<file path="config.mk">
export PLATFORM = sky130hd
export DESIGN_NAME = utf8_char_segmenter
export DESIGN_NICKNAME = d
export VERILOG_FILES = /design/src/sv/u8seg_pkg.sv /design/src/sv/utf8_char_segmenter.sv
export VERILOG_INCLUDE_DIRS = /design/src /design/src/sv
export SDC_FILE = /design/constraint.sdc
export NUM_CORES = 1
export LEC_CHECK = 0
export ABC_CLOCK_PERIOD_IN_PS = 9700
export CAP_MARGIN = 5
export CORE_UTILIZATION = 48
export CTS_CLUSTER_DIAMETER = 120
export CTS_CLUSTER_SIZE = 10
export DETAILED_ROUTE_END_ITERATION = 16
export DONT_BUFFER_PORTS = 1
export GPL_ROUTABILITY_DRIVEN = 0
export PLACE_DENSITY_LB_ADDON = 0.2
export RECOVER_POWER = 100
export SYNTH_ARGS = -nofsm -noshare
export SYNTH_HDL_FRONTEND = slang
export SYNTH_SLANG_ARGS = --single-unit
</file>
<file path="constraint.sdc">
create_clock -name clk_i -period 9.7 [get_ports clk_i]
set_clock_uncertainty 0.1 [all_clocks]
set_input_delay 1.94 -clock clk_i [delete_from_list [all_inputs] [get_ports clk_i]]
set_output_delay 1.94 -clock clk_i [all_outputs]
set_load 0.01 [all_outputs]
</file>
<file path="src/sv/utf8_char_segmenter_assert.svh">
// Assertion macros for the UTF-8 segmenter.
// Define ASSERT_OFF to compile the checks out.
`ifndef UTF8_CHAR_SEGMENTER_ASSERT_SVH
`define UTF8_CHAR_SEGMENTER_ASSERT_SVH

`ifndef ASSERT_OFF

// Check a property on every rising clock edge outside reset.
`define U8S_ASSERT(label, prop, msg) \
  label: assert property (@(posedge clk_i) disable iff (!rst_ni) (prop)) else $error(msg);

// Check that a condition never holds on a rising clock edge outside reset.
`define U8S_ASSERT_NEVER(label, cond, msg) \
  label: assert property (@(posedge clk_i) disable iff (!rst_ni) !(cond)) else $error(msg);

`else

`define U8S_ASSERT(label, prop, msg)
`define U8S_ASSERT_NEVER(label, cond, msg)

`endif

`endif

</file>
<file path="src/sv/u8seg_pkg.sv">
package u8seg_pkg;

  // Width of the internal character counter.
  localparam int unsigned COUNT_BITS = 32;
  // Width of the character count field on the result beat.
  localparam int unsigned CNT_FIELD_BITS = 32;
  // Width wide enough to compare the counter against the field maximum.
  localparam int unsigned CNT_EXT_BITS =
    (COUNT_BITS > CNT_FIELD_BITS) ? COUNT_BITS : CNT_FIELD_BITS;

  typedef logic [COUNT_BITS-1:0] count_t;

  typedef enum logic [1:0] {
    ST_OK       = 2'd0,
    ST_BAD_LEAD = 2'd1,
    ST_BAD_CONT = 2'd2,
    ST_TRUNC    = 2'd3
  } status_e;

  typedef struct packed {
    logic [31:0]               bytes;
    logic [2:0]                length;
    status_e                   status;
    logic [CNT_FIELD_BITS-1:0] count;
    logic                      eot;
  } result_t;

  // Character length from the lead byte prefix, 0 for an invalid lead.
  function automatic logic [2:0] lead_length(input logic [7:0] b);
    logic [2:0] len;
    len = 3'd0;
    if ((b & 8'h80) == 8'h00) begin
      len = 3'd1;
    end else if ((b & 8'hE0) == 8'hC0) begin
      len = 3'd2;
    end else if ((b & 8'hF0) == 8'hE0) begin
      len = 3'd3;
    end else if ((b & 8'hF8) == 8'hF0) begin
      len = 3'd4;
    end
    return len;
  endfunction

  // Clamp the counter to the result field.
  function automatic logic [CNT_FIELD_BITS-1:0] count_field(input count_t c);
    logic [CNT_EXT_BITS-1:0] ext;
    logic [CNT_EXT_BITS-1:0] lim;
    ext = CNT_EXT_BITS'(c);
    lim = CNT_EXT_BITS'({CNT_FIELD_BITS{1'b1}});
    if (ext > lim) begin
      return '1;
    end
    return ext[CNT_FIELD_BITS-1:0];
  endfunction

endpackage

</file>
<file path="src/sv/utf8_char_segmenter.sv">
// UTF-8 character segmenter.
//
// Input channel: one text byte per beat (text_byte_i), with last_byte_i set on
// the final byte of a text. A beat is taken when in_valid_i is high and
// in_stall_o is low. Output channel: one beat per completed character; the
// final byte ends the text on its character's beat or on a beat with the
// first error seen. A beat leaves when out_valid_o is high, out_stall_i low.
//
// Throughput is one byte per cycle while in_stall_o is low: the lead decode,
// the continuation check and the counter update are a single pass of logic
// from the state registers to the result register, or to the skid register
// while the result register is held by a stall.
//
// A result register plus one skid register sit on the output. When the
// receiver stalls, the skid register catches one more result; in_stall_o
// rises only while the skid register is full, so bytes that give no result
// keep flowing as long as there is room.
//
// Reset clears the character state, the error flag, the counter and both
// output slots. All but the output slots also clear after every final byte.
`include "utf8_char_segmenter_assert.svh"

module utf8_char_segmenter
  import u8seg_pkg::*;
(
  input  logic        clk_i,
  input  logic        rst_ni,
  input  logic        in_valid_i,
  output logic        in_stall_o,
  input  logic [7:0]  text_byte_i,
  input  logic        last_byte_i,
  output logic        out_valid_o,
  input  logic        out_stall_i,
  output logic [31:0] char_bytes_o,
  output logic [2:0]  char_length_o,
  output logic [1:0]  status_o,
  output logic [31:0] char_count_o,
  output logic        end_of_text_o
);

  // Open character state.
  logic [23:0] coll_q, coll_d;
  logic [2:0]  exp_q, exp_d;
  logic [1:0]  rcv_q, rcv_d;
  count_t      chars_q, chars_d;
  status_e     err_q, err_d;

  // Output slots.
  result_t     out_q, skid_q;
  logic        out_valid_q, skid_valid_q;

  logic        accept;
  logic        out_take;
  logic        res_valid;
  result_t     res;
  count_t      chars_inc;
  logic [2:0]  lead_len;
  logic [31:0] merged;
  logic [2:0]  next_pos;

  assign in_stall_o = skid_valid_q;
  assign accept     = in_valid_i && !skid_valid_q;
  assign out_take   = out_valid_q && !out_stall_i;

  assign chars_inc = (chars_q == '1) ? chars_q : chars_q + COUNT_BITS'(1);
  assign lead_len  = lead_length(text_byte_i);
  assign merged    = {8'h00, coll_q} | (32'(text_byte_i) << {rcv_q, 3'b000});
  assign next_pos  = {1'b0, rcv_q} + 3'd1;

  // Decode one byte against the open character.
  always_comb begin
    coll_d    = coll_q;
    exp_d     = exp_q;
    rcv_d     = rcv_q;
    chars_d   = chars_q;
    err_d     = err_q;
    res_valid = 1'b0;
    res       = '{bytes: '0, length: '0, status: ST_OK,
                  count: count_field(chars_q), eot: 1'b1};

    if (accept) begin
      if (err_q == ST_OK) begin
        if (exp_q == 3'd0) begin
          if (lead_len == 3'd0) begin
            err_d = ST_BAD_LEAD;
          end else if (lead_len == 3'd1) begin
            // Single-byte character: finish at once.
            res_valid  = 1'b1;
            res.bytes  = 32'(text_byte_i);
            res.length = 3'd1;
            res.count  = count_field(chars_inc);
            res.eot    = last_byte_i;
            chars_d    = chars_inc;
          end else begin
            coll_d = 24'(text_byte_i);
            exp_d  = lead_len;
            rcv_d  = 2'd1;
            if (last_byte_i) begin
              err_d = ST_TRUNC;
            end
          end
        end else if ((text_byte_i & 8'hC0) != 8'h80) begin
          err_d = ST_BAD_CONT;
        end else if (next_pos >= exp_q) begin
          // Continuation closes the character.
          res_valid  = 1'b1;
          res.bytes  = merged;
          res.length = exp_q;
          res.count  = count_field(chars_inc);
          res.eot    = last_byte_i;
          chars_d    = chars_inc;
          coll_d     = '0;
          exp_d      = '0;
          rcv_d      = '0;
        end else begin
          coll_d = merged[23:0];
          rcv_d  = next_pos[1:0];
          if (last_byte_i) begin
            err_d = ST_TRUNC;
          end
        end
      end

      // Final byte with no completed character: report the first error.
      if (last_byte_i && !res_valid) begin
        res_valid  = 1'b1;
        res.status = err_d;
      end

      // Clear everything after the final byte.
      if (last_byte_i) begin
        coll_d  = '0;
        exp_d   = '0;
        rcv_d   = '0;
        chars_d = '0;
        err_d   = ST_OK;
      end
    end
  end

  always_ff @(posedge clk_i or negedge rst_ni) begin
    if (!rst_ni) begin
      coll_q  <= '0;
      exp_q   <= '0;
      rcv_q   <= '0;
      chars_q <= '0;
      err_q   <= ST_OK;
    end else begin
      coll_q  <= coll_d;
      exp_q   <= exp_d;
      rcv_q   <= rcv_d;
      chars_q <= chars_d;
      err_q   <= err_d;
    end
  end

  // Output slot and skid slot.
  always_ff @(posedge clk_i or negedge rst_ni) begin
    if (!rst_ni) begin
      out_valid_q  <= 1'b0;
      skid_valid_q <= 1'b0;
    end else if (!out_valid_q || out_take) begin
      // Result slot frees up: drain the skid first, else load the new beat.
      if (skid_valid_q) begin
        out_valid_q  <= 1'b1;
        skid_valid_q <= 1'b0;
      end else begin
        out_valid_q <= res_valid;
      end
    end else if (res_valid) begin
      // Result slot held by a stall: park the new beat.
      skid_valid_q <= 1'b1;
    end
  end

  always_ff @(posedge clk_i) begin
    if (!out_valid_q || out_take) begin
      if (skid_valid_q) begin
        out_q <= skid_q;
      end else if (res_valid) begin
        out_q <= res;
      end
    end else if (res_valid) begin
      skid_q <= res;
    end
  end

  assign out_valid_o   = out_valid_q;
  assign char_bytes_o  = out_q.bytes;
  assign char_length_o = out_q.length;
  assign status_o      = out_q.status;
  assign char_count_o  = out_q.count;
  assign end_of_text_o = out_q.eot;

  `U8S_ASSERT_NEVER(a_skid_without_out, skid_valid_q && !out_valid_q, "skid full with result slot empty")
  `U8S_ASSERT(a_ok_length, (out_valid_q && out_q.status == ST_OK) |-> (out_q.length != 3'd0 && out_q.length <= 3'd4), "ok beat with bad length")
  `U8S_ASSERT(a_err_shape, (out_valid_q && out_q.status != ST_OK) |-> (out_q.bytes == 32'd0 && out_q.length == 3'd0 && out_q.eot), "error beat not blank or not final")
  `U8S_ASSERT(a_clear_after_last, (accept && last_byte_i) |=> (exp_q == 3'd0 && err_q == ST_OK && chars_q == '0), "state not cleared after final byte")

endmodule

</file>
# [Yosys cells after proc, flatten, opt, wreduce, memory -nomap -nowiden]
# Cells that the tools add are included.
[op_classes] shift=1 add_sub_neg=2 magnitude_cmp=3 n_bitwise=2 n_mux=86 n_eq_ne=10 n_reduce_logical=21
[ops] cell="32-bit two-way mux" count=13
[ops] cell="70-bit two-way mux" count=3
[ops] cell="33-bit two-way mux" count=6
[ops] cell="24-bit two-way mux" count=7
[ops] cell="35-bit two-way mux" count=4
[ops] cell="32-bit greater-than comparator (second input constant)" count=2
[ops] cell="3-bit two-way mux" count=11
[ops] cell="32-bit by 1-bit adder with 32-bit output (second input constant)" count=1
[ops] cell="32-bit == test (second input constant)" count=1
[ops] cell="2-bit two-way mux" count=16
[ops] cell="24-bit by 32-bit OR with 32-bit output" count=1
[ops] cell="8-bit by 5-bit left shift with 32-bit output" count=1
[ops] cell="1-bit two-way mux" count=24
[ops] cell="11-bit two-way mux" count=2
[ops] cell="6-bit AND reduction" count=2
[ops] cell="3-bit != test (second input constant)" count=3
[ops] cell="8-bit logical NOT" count=1
[ops] cell="3-bit logical NOT" count=2
[ops] cell="2-bit nonzero test" count=3
[ops] cell="5-bit == test (second input constant)" count=1
[ops] cell="5-bit AND reduction" count=1
[ops] cell="4-bit == test (second input constant)" count=1
[ops] cell="1-bit logical NOT" count=4
[ops] cell="2-bit AND reduction" count=2
[ops] cell="other kinds (11)" count=13
[word_totals] elab_cells=142 reg_bits=205 output_inout_bits=72

# [Depth between registers and ports, before layout]
# Gate-level depths: netlist (run 1).
[logic_depth] ltp_word=19 ltp_mapped=10

# [Least setup slack after synthesis (run 1)]
# Ideal clock, no wire load.
[synth_path] path_kind="input to register" startpoint="input in_valid_i" endpoint="register out_q, in the netlist char_bytes_o[0], enable pin" path_stages=8 setup_slack_ps=2460 required_ps=9079 arrival_ps=6619 path_buffers=3 setup_time_ps=521 path_cell_list="nor2b_1 > and2_1 > clkbuf_1 > buf_2 > a21o_1 > buf_2 > nor2_1 > a21oi_1"
[synth_between] elab_chain_len=4
[synth_rtl] element="from (decl)" line_no="utf8_char_segmenter.sv:28" source="input logic in_valid_i,"
[synth_rtl] element="1-bit logical AND" line_no="utf8_char_segmenter.sv:62" source="assign accept = in_valid_i && !skid_valid_q;"
[synth_rtl] element="1-bit two-way mux" line_no="utf8_char_segmenter.sv:81" source="if (accept) begin"
[synth_rtl] element="2-bit nonzero test (no line)"
[synth_rtl] element="2-bit AND reduction (no line)"
[synth_rtl] element="to (signal assigned)" line_no="utf8_char_segmenter.sv:179" source="out_q <= skid_q;"
[synth_rtl] element="to (signal assigned)" line_no="utf8_char_segmenter.sv:181" source="out_q <= res;"
[synth_rtl] element="to (decl)" line_no="utf8_char_segmenter.sv:49" source="result_t out_q, skid_q;"
# Every way passes these cells.
# A chain may end at the register's enable or synchronous reset.

# [Worst setup path after layout (run 1)]
[layout_path] startpoint="input text_byte_i[7]" endpoint="register skid_q[30] (netlist name), enable pin"
[layout_between] elab_chain_len=16 word_cells_on_any_way=22 cone_classes="eq/ne: 5; mux: 12; reduce/logical: 5"
[layout_rtl] element="from (decl)" line_no="utf8_char_segmenter.sv:30" source="input logic [7:0] text_byte_i,"
[layout_rtl] element="5-bit == test" line_no="u8seg_pkg.sv:38" source="end else if ((b & 8'hF8) == 8'hF0) begin"
[layout_rtl] element="3-bit two-way mux" line_no="u8seg_pkg.sv:38"
[layout_rtl] element="3-bit two-way mux" line_no="u8seg_pkg.sv:36" source="end else if ((b & 8'hF0) == 8'hE0) begin"
[layout_rtl] element="3-bit two-way mux" line_no="u8seg_pkg.sv:34" source="end else if ((b & 8'hE0) == 8'hC0) begin"
[layout_rtl] element="3-bit two-way mux" line_no="u8seg_pkg.sv:32" source="if ((b & 8'h80) == 8'h00) begin"
[layout_rtl] element="3-bit by 1-bit == test with 1-bit output" line_no="utf8_char_segmenter.sv:86" source="end else if (lead_len == 3'd1) begin"
[layout_rtl] element="1-bit two-way mux" line_no="utf8_char_segmenter.sv:86"
[layout_rtl] element="1-bit two-way mux" line_no="utf8_char_segmenter.sv:84" source="if (lead_len == 3'd0) begin"
[layout_rtl] element="1-bit two-way mux (*)" line_no="utf8_char_segmenter.sv:83" source="if (exp_q == 3'd0) begin"
[layout_rtl] element="1-bit two-way mux (*)" line_no="utf8_char_segmenter.sv:82" source="if (err_q == ST_OK) begin"
[layout_rtl] element="1-bit two-way mux (*)" line_no="utf8_char_segmenter.sv:81"
[layout_rtl] element="1-bit logical NOT" line_no="utf8_char_segmenter.sv:125" source="if (last_byte_i && !res_valid) begin"
[layout_rtl] element="1-bit logical AND" line_no="utf8_char_segmenter.sv:125"
[layout_rtl] element="1-bit two-way mux (*)" line_no="utf8_char_segmenter.sv:125"
[layout_rtl] element="1-bit two-way mux (*)" line_no="utf8_char_segmenter.sv:81"
[layout_rtl] element="2-bit AND reduction (no line) (*)"
[layout_rtl] element="to (signal assigned)" line_no="utf8_char_segmenter.sv:184" source="skid_q <= res;"
[layout_rtl] element="to (decl)" line_no="utf8_char_segmenter.sv:49"
# Every way passes the cells marked *; elsewhere a longest branch is shown, timed or not. The select of a mux whose other input is x is not followed.

==> key figures, run 1 <==
Worst setup path
  • Critical Path AT: 7.13 ns
  • Setup Crit Path Kind: input pin to flip-flop
  • Startpoint Class: input pin
  • Worst reg2reg path depth: 8
  • Kind of end point of the critical path: flip-flop
  • CP required: 9.66 ns
  • CP Max Fanout: 53

GRT
  • Largest net degree at the start of global routing: 66
  • GRT busiest layer: met2
  • Grt ovf: 0
  • Met3 usage: 4.432%
  • GR Util met2: 35.46%
  • Overall Global Routing Usage: 22.40%
  • First-pass GRT wire length: 35.80 mm
  • Initial antenna violation count: 0
  • M1 GR Usage: 31.60%
  • Number of global-route vias before repair: 6363

STA
  • Minimum clock period: 7.173 ns
  • Setup TNS: 0 ns
  • RSZ-0062 raised after global routing: no
  • Final Slew Violations: 233
  • Slew HR: -104.2%
  • Fmax: 139.4 MHz
  • Worst slew pin tran: 3.064 ns
  • Final period util: 73.95%
  • Fin. Hold Viols: 0
  • # setup viols final: 0

Final layout
  • Final Cell Area: 0.01037 mm^2
  • Non-filler instance count after layout: 1089
  • Nets: 824
  • # diodes: 0
  • Share of layout cells above drive strength 1: 7.888%
  • P&R area growth vs syn: 7.890%
  • Final core utilization: 53.10%

Floorplanning
  • DIE AREA: 0.02059 mm^2
  • Row Count: 51
  • I/O Pins: 85
  • CORE AREA: 0.01953 mm^2
  • Initial Utilization: 49.22%
  • Die X: 143.5 um
  • Die span in y: 143.5 um

Pwr
  • Peak VDD IR: 0.0001652 V
  • Pwr/cell area: 234.9 mW/mm^2
  • Leakage: 4.109 nW
  • Total power: 2.435 mW

Outcome
  • Failing checks: capacitance limit, slew limit
  • Status: complete, but fails checks

Drt
  • Drt first pass iters: 7
  • Routed Antenna Nets: 0
  • Final WL: 22.62 mm
  • Vias per cell: 6.188
  • Routed WL per cell: 20.78 um
  • Routed vias: 6739
  • Post-route DRC: 0
  • DRT iter0 DRCs: 664

Clock network
  • Setup bufs post-CTS: 0
  • Clock Latency Late Sink: 0.52 ns
  • CTS tree: done
  • Cts bufs inserted: 24
  • Post-CTS Resized: 0
  • Htree depth: 1
  • CTS sink count: 205
  • Clock buffer depth: 3
  • Clk pin slew, worst setup/hold paths: 0.05 ns
  • Root buf cell: clkbuf_16
  • Hold buffers post-CTS: 0

Worst hold path
  • Hold path depth: 2
  • Min-Delay Path Class: flip-flop to flip-flop

Yosys
  • Main synth FF type: edfxtp_1
  • Number of synthesized flops with an enable pin: 140
  • Top cells by count, synth: edfxtp_1 (140), nor2_1 (81), dfrtp_1 (65)
  • Sequential share of the synthesized area: 60.67%
  • Post-Synthesis Cells: 830
  • Distinct cells, synth: 66
  • Syn Area/Cell: 11.58 um^2
  • Cell Area, Synth: 0.009610 mm^2
  • Post-synth ARST share: 31.71%
  • Top-count cell post-synth: edfxtp_1
  • Top-area cell type share of the netlist area: 43.74%
  • Ranking of synthesized cells by area: edfxtp_1 (44%), dfrtp_1 (17%), nor2_1 (3.2%), a21oi_1 (3.1%), a21o_1 (2.7%)
  • YS warnings: 0
  • Number of synthesized register bits: 205
  • Leading area contributor after synthesis: edfxtp_1
  • Syn nets: 848

Placement
  • PortBufs: 0
  • Dpl cells: 1045
  • Hpwl dp: 14.85 mm
  • Post-place instance area: 0.009768 mm^2

Job
  • Maxcap violations: 6
[path summary, 6_finish.rpt]
kind | slack [ns] | end | from
max in group asynchronous | 8.34 | coll_q[7] | rst_ni
setup reg to reg | 2.88 | skid_q[30] | rcv_q[0]
hold reg to reg | 0.40 | coll_q[22] | coll_q[22]
min in group asynchronous | 1.02 | chars_q[29] | rst_ni
hold / removal | 0.40 | coll_q[22] | coll_q[22]
setup / recovery | 2.53 | skid_q[30] | text_byte_i[7]
[per-layer routing]
metal / up-vias / routed length, um
li1: 3086 / -
met1: 3327 / 9875
met5: - / 0
met4: 0 / 295
met2: 302 / 10650
met3: 24 / 1804
[state kept, by name, indices dropped and copies added, names as in the netlist]
| register | count |
|---|---|
| char_bytes_o | 32 |
| char_count_o | 32 |
| char_length_o | 3 |
| chars_q | 32 |
| coll_q | 24 |
| end_of_text_o | 1 |
| err_q | 2 |
| exp_q | 3 |
| in_stall_o | 1 |
| out_valid_o | 1 |
| rcv_q | 2 |
| skid_q | 70 |
| status_o | 2 |
[worst max-delay path: stages]
cell and delay (ns):
nor2b_1 0.19, nand2_1 0.12, o22ai_1 0.77, a21oi_1 0.46, nor2_1 1.34, clkbuf_1 2.22
[stage by stage]
stage          hold WS (ns)  worst slack [ns]
6_report             0.3963             2.527
5_1_grt              0.4180             2.071
4_1_cts              0.4013             4.178
3_5_place_dp         0.3860             3.625
3_3_place_gp         0.3785             3.838
2_1_floorplan        0.3633             2.460
[report_power, final]
group          switching, mW  leakage (nW)  internal [mW]
clock                  0.335         0.328          0.465
combinational          0.273          1.59          0.116
sequential             0.114          2.19           1.13
[cell usage in the layout (no fill, tap or decap), types with 3 or more instances in the layout]
master / Yosys / final
nor2_1: 81 / 84
nand3_2: 3 / 3
a222oi_1: 7 / 7
nand4_1: 18 / 18
a22oi_1: 2 / 3
clkbuf_1: 27 / 20
nor2b_1: 6 / 6
xor2_1: 9 / 9
ha_1: 5 / 5
clkbuf_16: 0 / 24
nor4_4: 4 / 4
edfxtp_1: 140 / 140
nand4_2: 3 / 3
nor3_1: 18 / 19
or3_1: 11 / 11
a21oi_1: 60 / 60
o31ai_1: 4 / 4
and4_1: 4 / 4
o21a_1: 4 / 4
xnor2_1: 10 / 11
a31oi_1: 41 / 41
inv_1: 25 / 25
and3_1: 10 / 10
mux2_2: 19 / 16
buf_4: 0 / 3
mux2_1: 1 / 4
o21ai_0: 34 / 34
nand3_1: 23 / 23
nand2_1: 52 / 52
dfrtp_1: 65 / 65
nand2b_1: 3 / 3
and2_0: 0 / 7
nor4_1: 12 / 15
a22o_1: 14 / 14
a21o_1: 35 / 35
[final cells by class]
class | instances | area [um^2]
well taps | 265 | 331.6
repair buffers | 5 | 30.03
multi-input cells | 545 | 3392
flip-flops and latches | 205 | 5831
inverters | 25 | 93.84
clock buffers | 42 | 668.1
fillers | 1689 | 9158
clock inverters | 2 | 22.52
[cell families (layout without fill, tap and decap cells)]
logic type,after synthesis,in the layout,synth area share [%]
AND/OR/NAND/NOR,278,278,15.91
multiplexers,21,21,2.448
flip-flops,205,205,60.67
adder cells (fa/ha/maj),5,5,0.6510
XOR/XNOR,20,20,1.901
other,1,1,0.03902
buffers and inverters,80,74,3.450
AO/OA/AOI/OAI,220,220,14.93
Note: power is estimated with default switching activity, not from simulation.
==> inputs of run 2 (changes only) <==
ABC_CLOCK_PERIOD_IN_PS = 6970   (was 9700)
clock period = 6.97 ns   (was 9.7 ns; I/O delays follow)
==> run 2 against run 1 <==
Against the previous run: the run still ends with capacitance limit, slew limit left; register-to-register slack got worse by 1.3 ns; design area increased by 0.39%; largest power group unchanged; critical endpoint is now char_count_o[8]; first-iteration DRC count decreased by 5.3%.
==> key figures, run 2 (synthesized netlist as in run 1, its figures left out) <==
Worst hold path
  • Min-Delay Path Class: flip-flop to flip-flop

Floorplanning
  • DIE AREA: 0.02059 mm^2 (unchanged)
  • Row Count: 51 (unchanged)
  • CORE AREA: 0.01953 mm^2 (unchanged)
  • I/O Pins: 85 (unchanged)
  • Die span in y: 143.5 um (unchanged)
  • Die X: 143.5 um (unchanged)
  • Initial Utilization: 49.22% (unchanged)

Clock network
  • CTS tree: done
  • Htree depth: 1 (unchanged)
  • Cts bufs inserted: 24 (unchanged)
  • Root buf cell: clkbuf_16
  • Clock Latency Late Sink: 0.52 ns (about the same)
  • Post-CTS Resized: 0 (unchanged)
  • CTS sink count: 205 (unchanged)
  • Setup bufs post-CTS: 0 (unchanged)
  • Hold buffers post-CTS: 0 (unchanged)
  • Clk pin slew, worst setup/hold paths: 0.06 ns (about the same)
  • Clock buffer depth: 3 (unchanged)

Worst setup path
  • Max incr delay on CP: 1.45 ns (-0.77 ns)
  • CP Max Fanout: 42 (-21%)
  • CP required: 7.06 ns (-2.60 ns)
  • CP most frequent cell: ha_1
  • Critical Path AT: 5.47 ns (-1.66 ns)
  • Kind of end point of the critical path: flip-flop
  • Startpoint Class: flip-flop
  • Crit path cell chain: ha_1, ha_1, nand2_1, o21a_1, o22ai_1, a21o_1, nor2_1, a21oi_2, buf_12
  • Setup Crit Path Kind: flip-flop to flip-flop
  • Critical-path top delay cell: a21oi_2

STA
  • Worst Setup Slack, final: 1.597 ns (-0.9302 ns)
  • Fin. Hold Viols: 0 (unchanged)
  • Fmax: 186.1 MHz
  • RSZ-0062 raised after global routing: no
  • Worst slew pin tran: 2.351 ns (-0.7123 ns)
  • Slew HR: -56.75% (+47 points)
  • # setup viols final: 0 (unchanged)
  • Setup TNS: 0 ns (unchanged)
  • Final period util: 77.09%
  • Final Slew Violations: 150 (-36%)
  • Minimum clock period: 5.373 ns

Drt
  • Routed vias: 6772 (+0.49%)
  • DRT iter0 DRCs: 629 (-5.3%)
  • Vias per cell: 6.213 (+0.40%)
  • Post-route DRC: 0 (unchanged)
  • Routed Antenna Nets: 0 (unchanged)
  • Drt first pass iters: 5 (-2)
  • Final WL: 22.52 mm (-0.46%)
  • Routed WL per cell: 20.66 um (-0.55%)

Pwr
  • Peak VDD IR: 0.0002032 V (+23%)
  • Total power: 3.393 mW (+39%)
  • Leakage: 4.111 nW (about the same)
  • Pwr/cell area: 326.0 mW/mm^2 (+39%)

GRT
  • Number of global-route vias before repair: 6656 (+4.6%)
  • Grt ovf: 0 (unchanged)
  • Overall Global Routing Usage: 22.83% (+0.43 points)
  • Largest net degree at the start of global routing: 66 (unchanged)
  • Initial antenna violation count: 0 (unchanged)
  • First-pass GRT wire length: 36.56 mm (+2.1%)

Final layout
  • Fill cells: 1743 (+3.2%)
  • Most common cell after layout, fill and taps aside: edfxtp_1
  • Register area: 0.005831 mm^2 (unchanged)
  • Non-filler instance count after layout: 1090 (+0.092%)
  • Commonest cells after routing, fill and taps aside: edfxtp_1 (140), nor2_1 (81), dfrtp_1 (65), a21oi_1 (59), nand2_1 (52)
  • P&R area growth vs syn: 8.306%
  • Share of layout cells above drive strength 1: 8.485% (+0.60 points)
  • # diodes: 0 (unchanged)
  • Multi-input logic area: 0.003420 mm^2 (+0.81%)
  • Largest Register: skid_q
  • Nets: 825 (+0.12%)
  • Largest register FFs: 70 (unchanged)

Placement
  • Pre-CTS setup slack: 1.764 ns (-1.861 ns)
  • Hpwl dp: 14.96 mm (+0.74%)
  • PortBufs: 0 (unchanged)
  • Dpl cells: 1046 (+0.096%)

Outcome
  • Failing checks: capacitance limit, slew limit
  • Status: complete, but fails checks

Job
  • Maxcap violations: 4 (-2)
[run 2: critical path: cells and delay by family (launching register included)]
kind                       cells  cell delay [ns]
AOI/OAI and AO/OA              4             3.25
adders and majority gates      2             0.62
DFF                            1             0.44
buffers and inverters          1             0.33
and+or+nand+nor                2             0.23
[run 2: metrics by stage]
stage               area (um^2)  hold slack [ns]  util [%]
finish                    10410           0.3993     53.31
global route              10410           0.4240     53.31
detailed placement         9788           0.3873     50.13
global placement           9788           0.3775     50.13
CTS                       10480           0.4012     53.67
floorplan                  9610           0.3633         -
[run 2: layout make-up]
type / count / share of cell area (%)
tap: 265 / 3.185
inverter: 25 / 0.9016
sequential: 205 / 56.02
timing repair buffer: 6 / 0.4087
multi-input combinational: 545 / 32.85
clock buffer: 42 / 6.419
clock inverter: 2 / 0.2164
[run 2: final timing paths]
path | start | end | slack, ns | cells after the start
setup / recovery | rcv_q[0] | char_count_o[8] | 1.60 | 9
hold / removal | coll_q[16] | coll_q[16] | 0.40 | 2
setup reg to reg | rcv_q[0] | char_count_o[8] | 1.60 | 9
hold reg to reg | coll_q[16] | coll_q[16] | 0.40 | 2
max in group asynchronous | rst_ni | err_q[1] | 6.09 | 0
min in group asynchronous | rst_ni | chars_q[20] | 0.47 | 0
[run 2: layer usage]
layer,track usage (%),wire length [um],vias up
li1,-,-,3075
met2,34.64,10410,303
met5,0,0,-
met1,31.96,9629,3335
met3,4.998,1857,59
met4,8.791,624,0
[run 2: power by group]
group	switching [mW]	total, mW	internal (mW)
Clock	0.472	1.12	0.648
Sequential	0.157	1.73	1.57
Combinational	0.378	0.545	0.167
Total	1.01	3.39	2.39
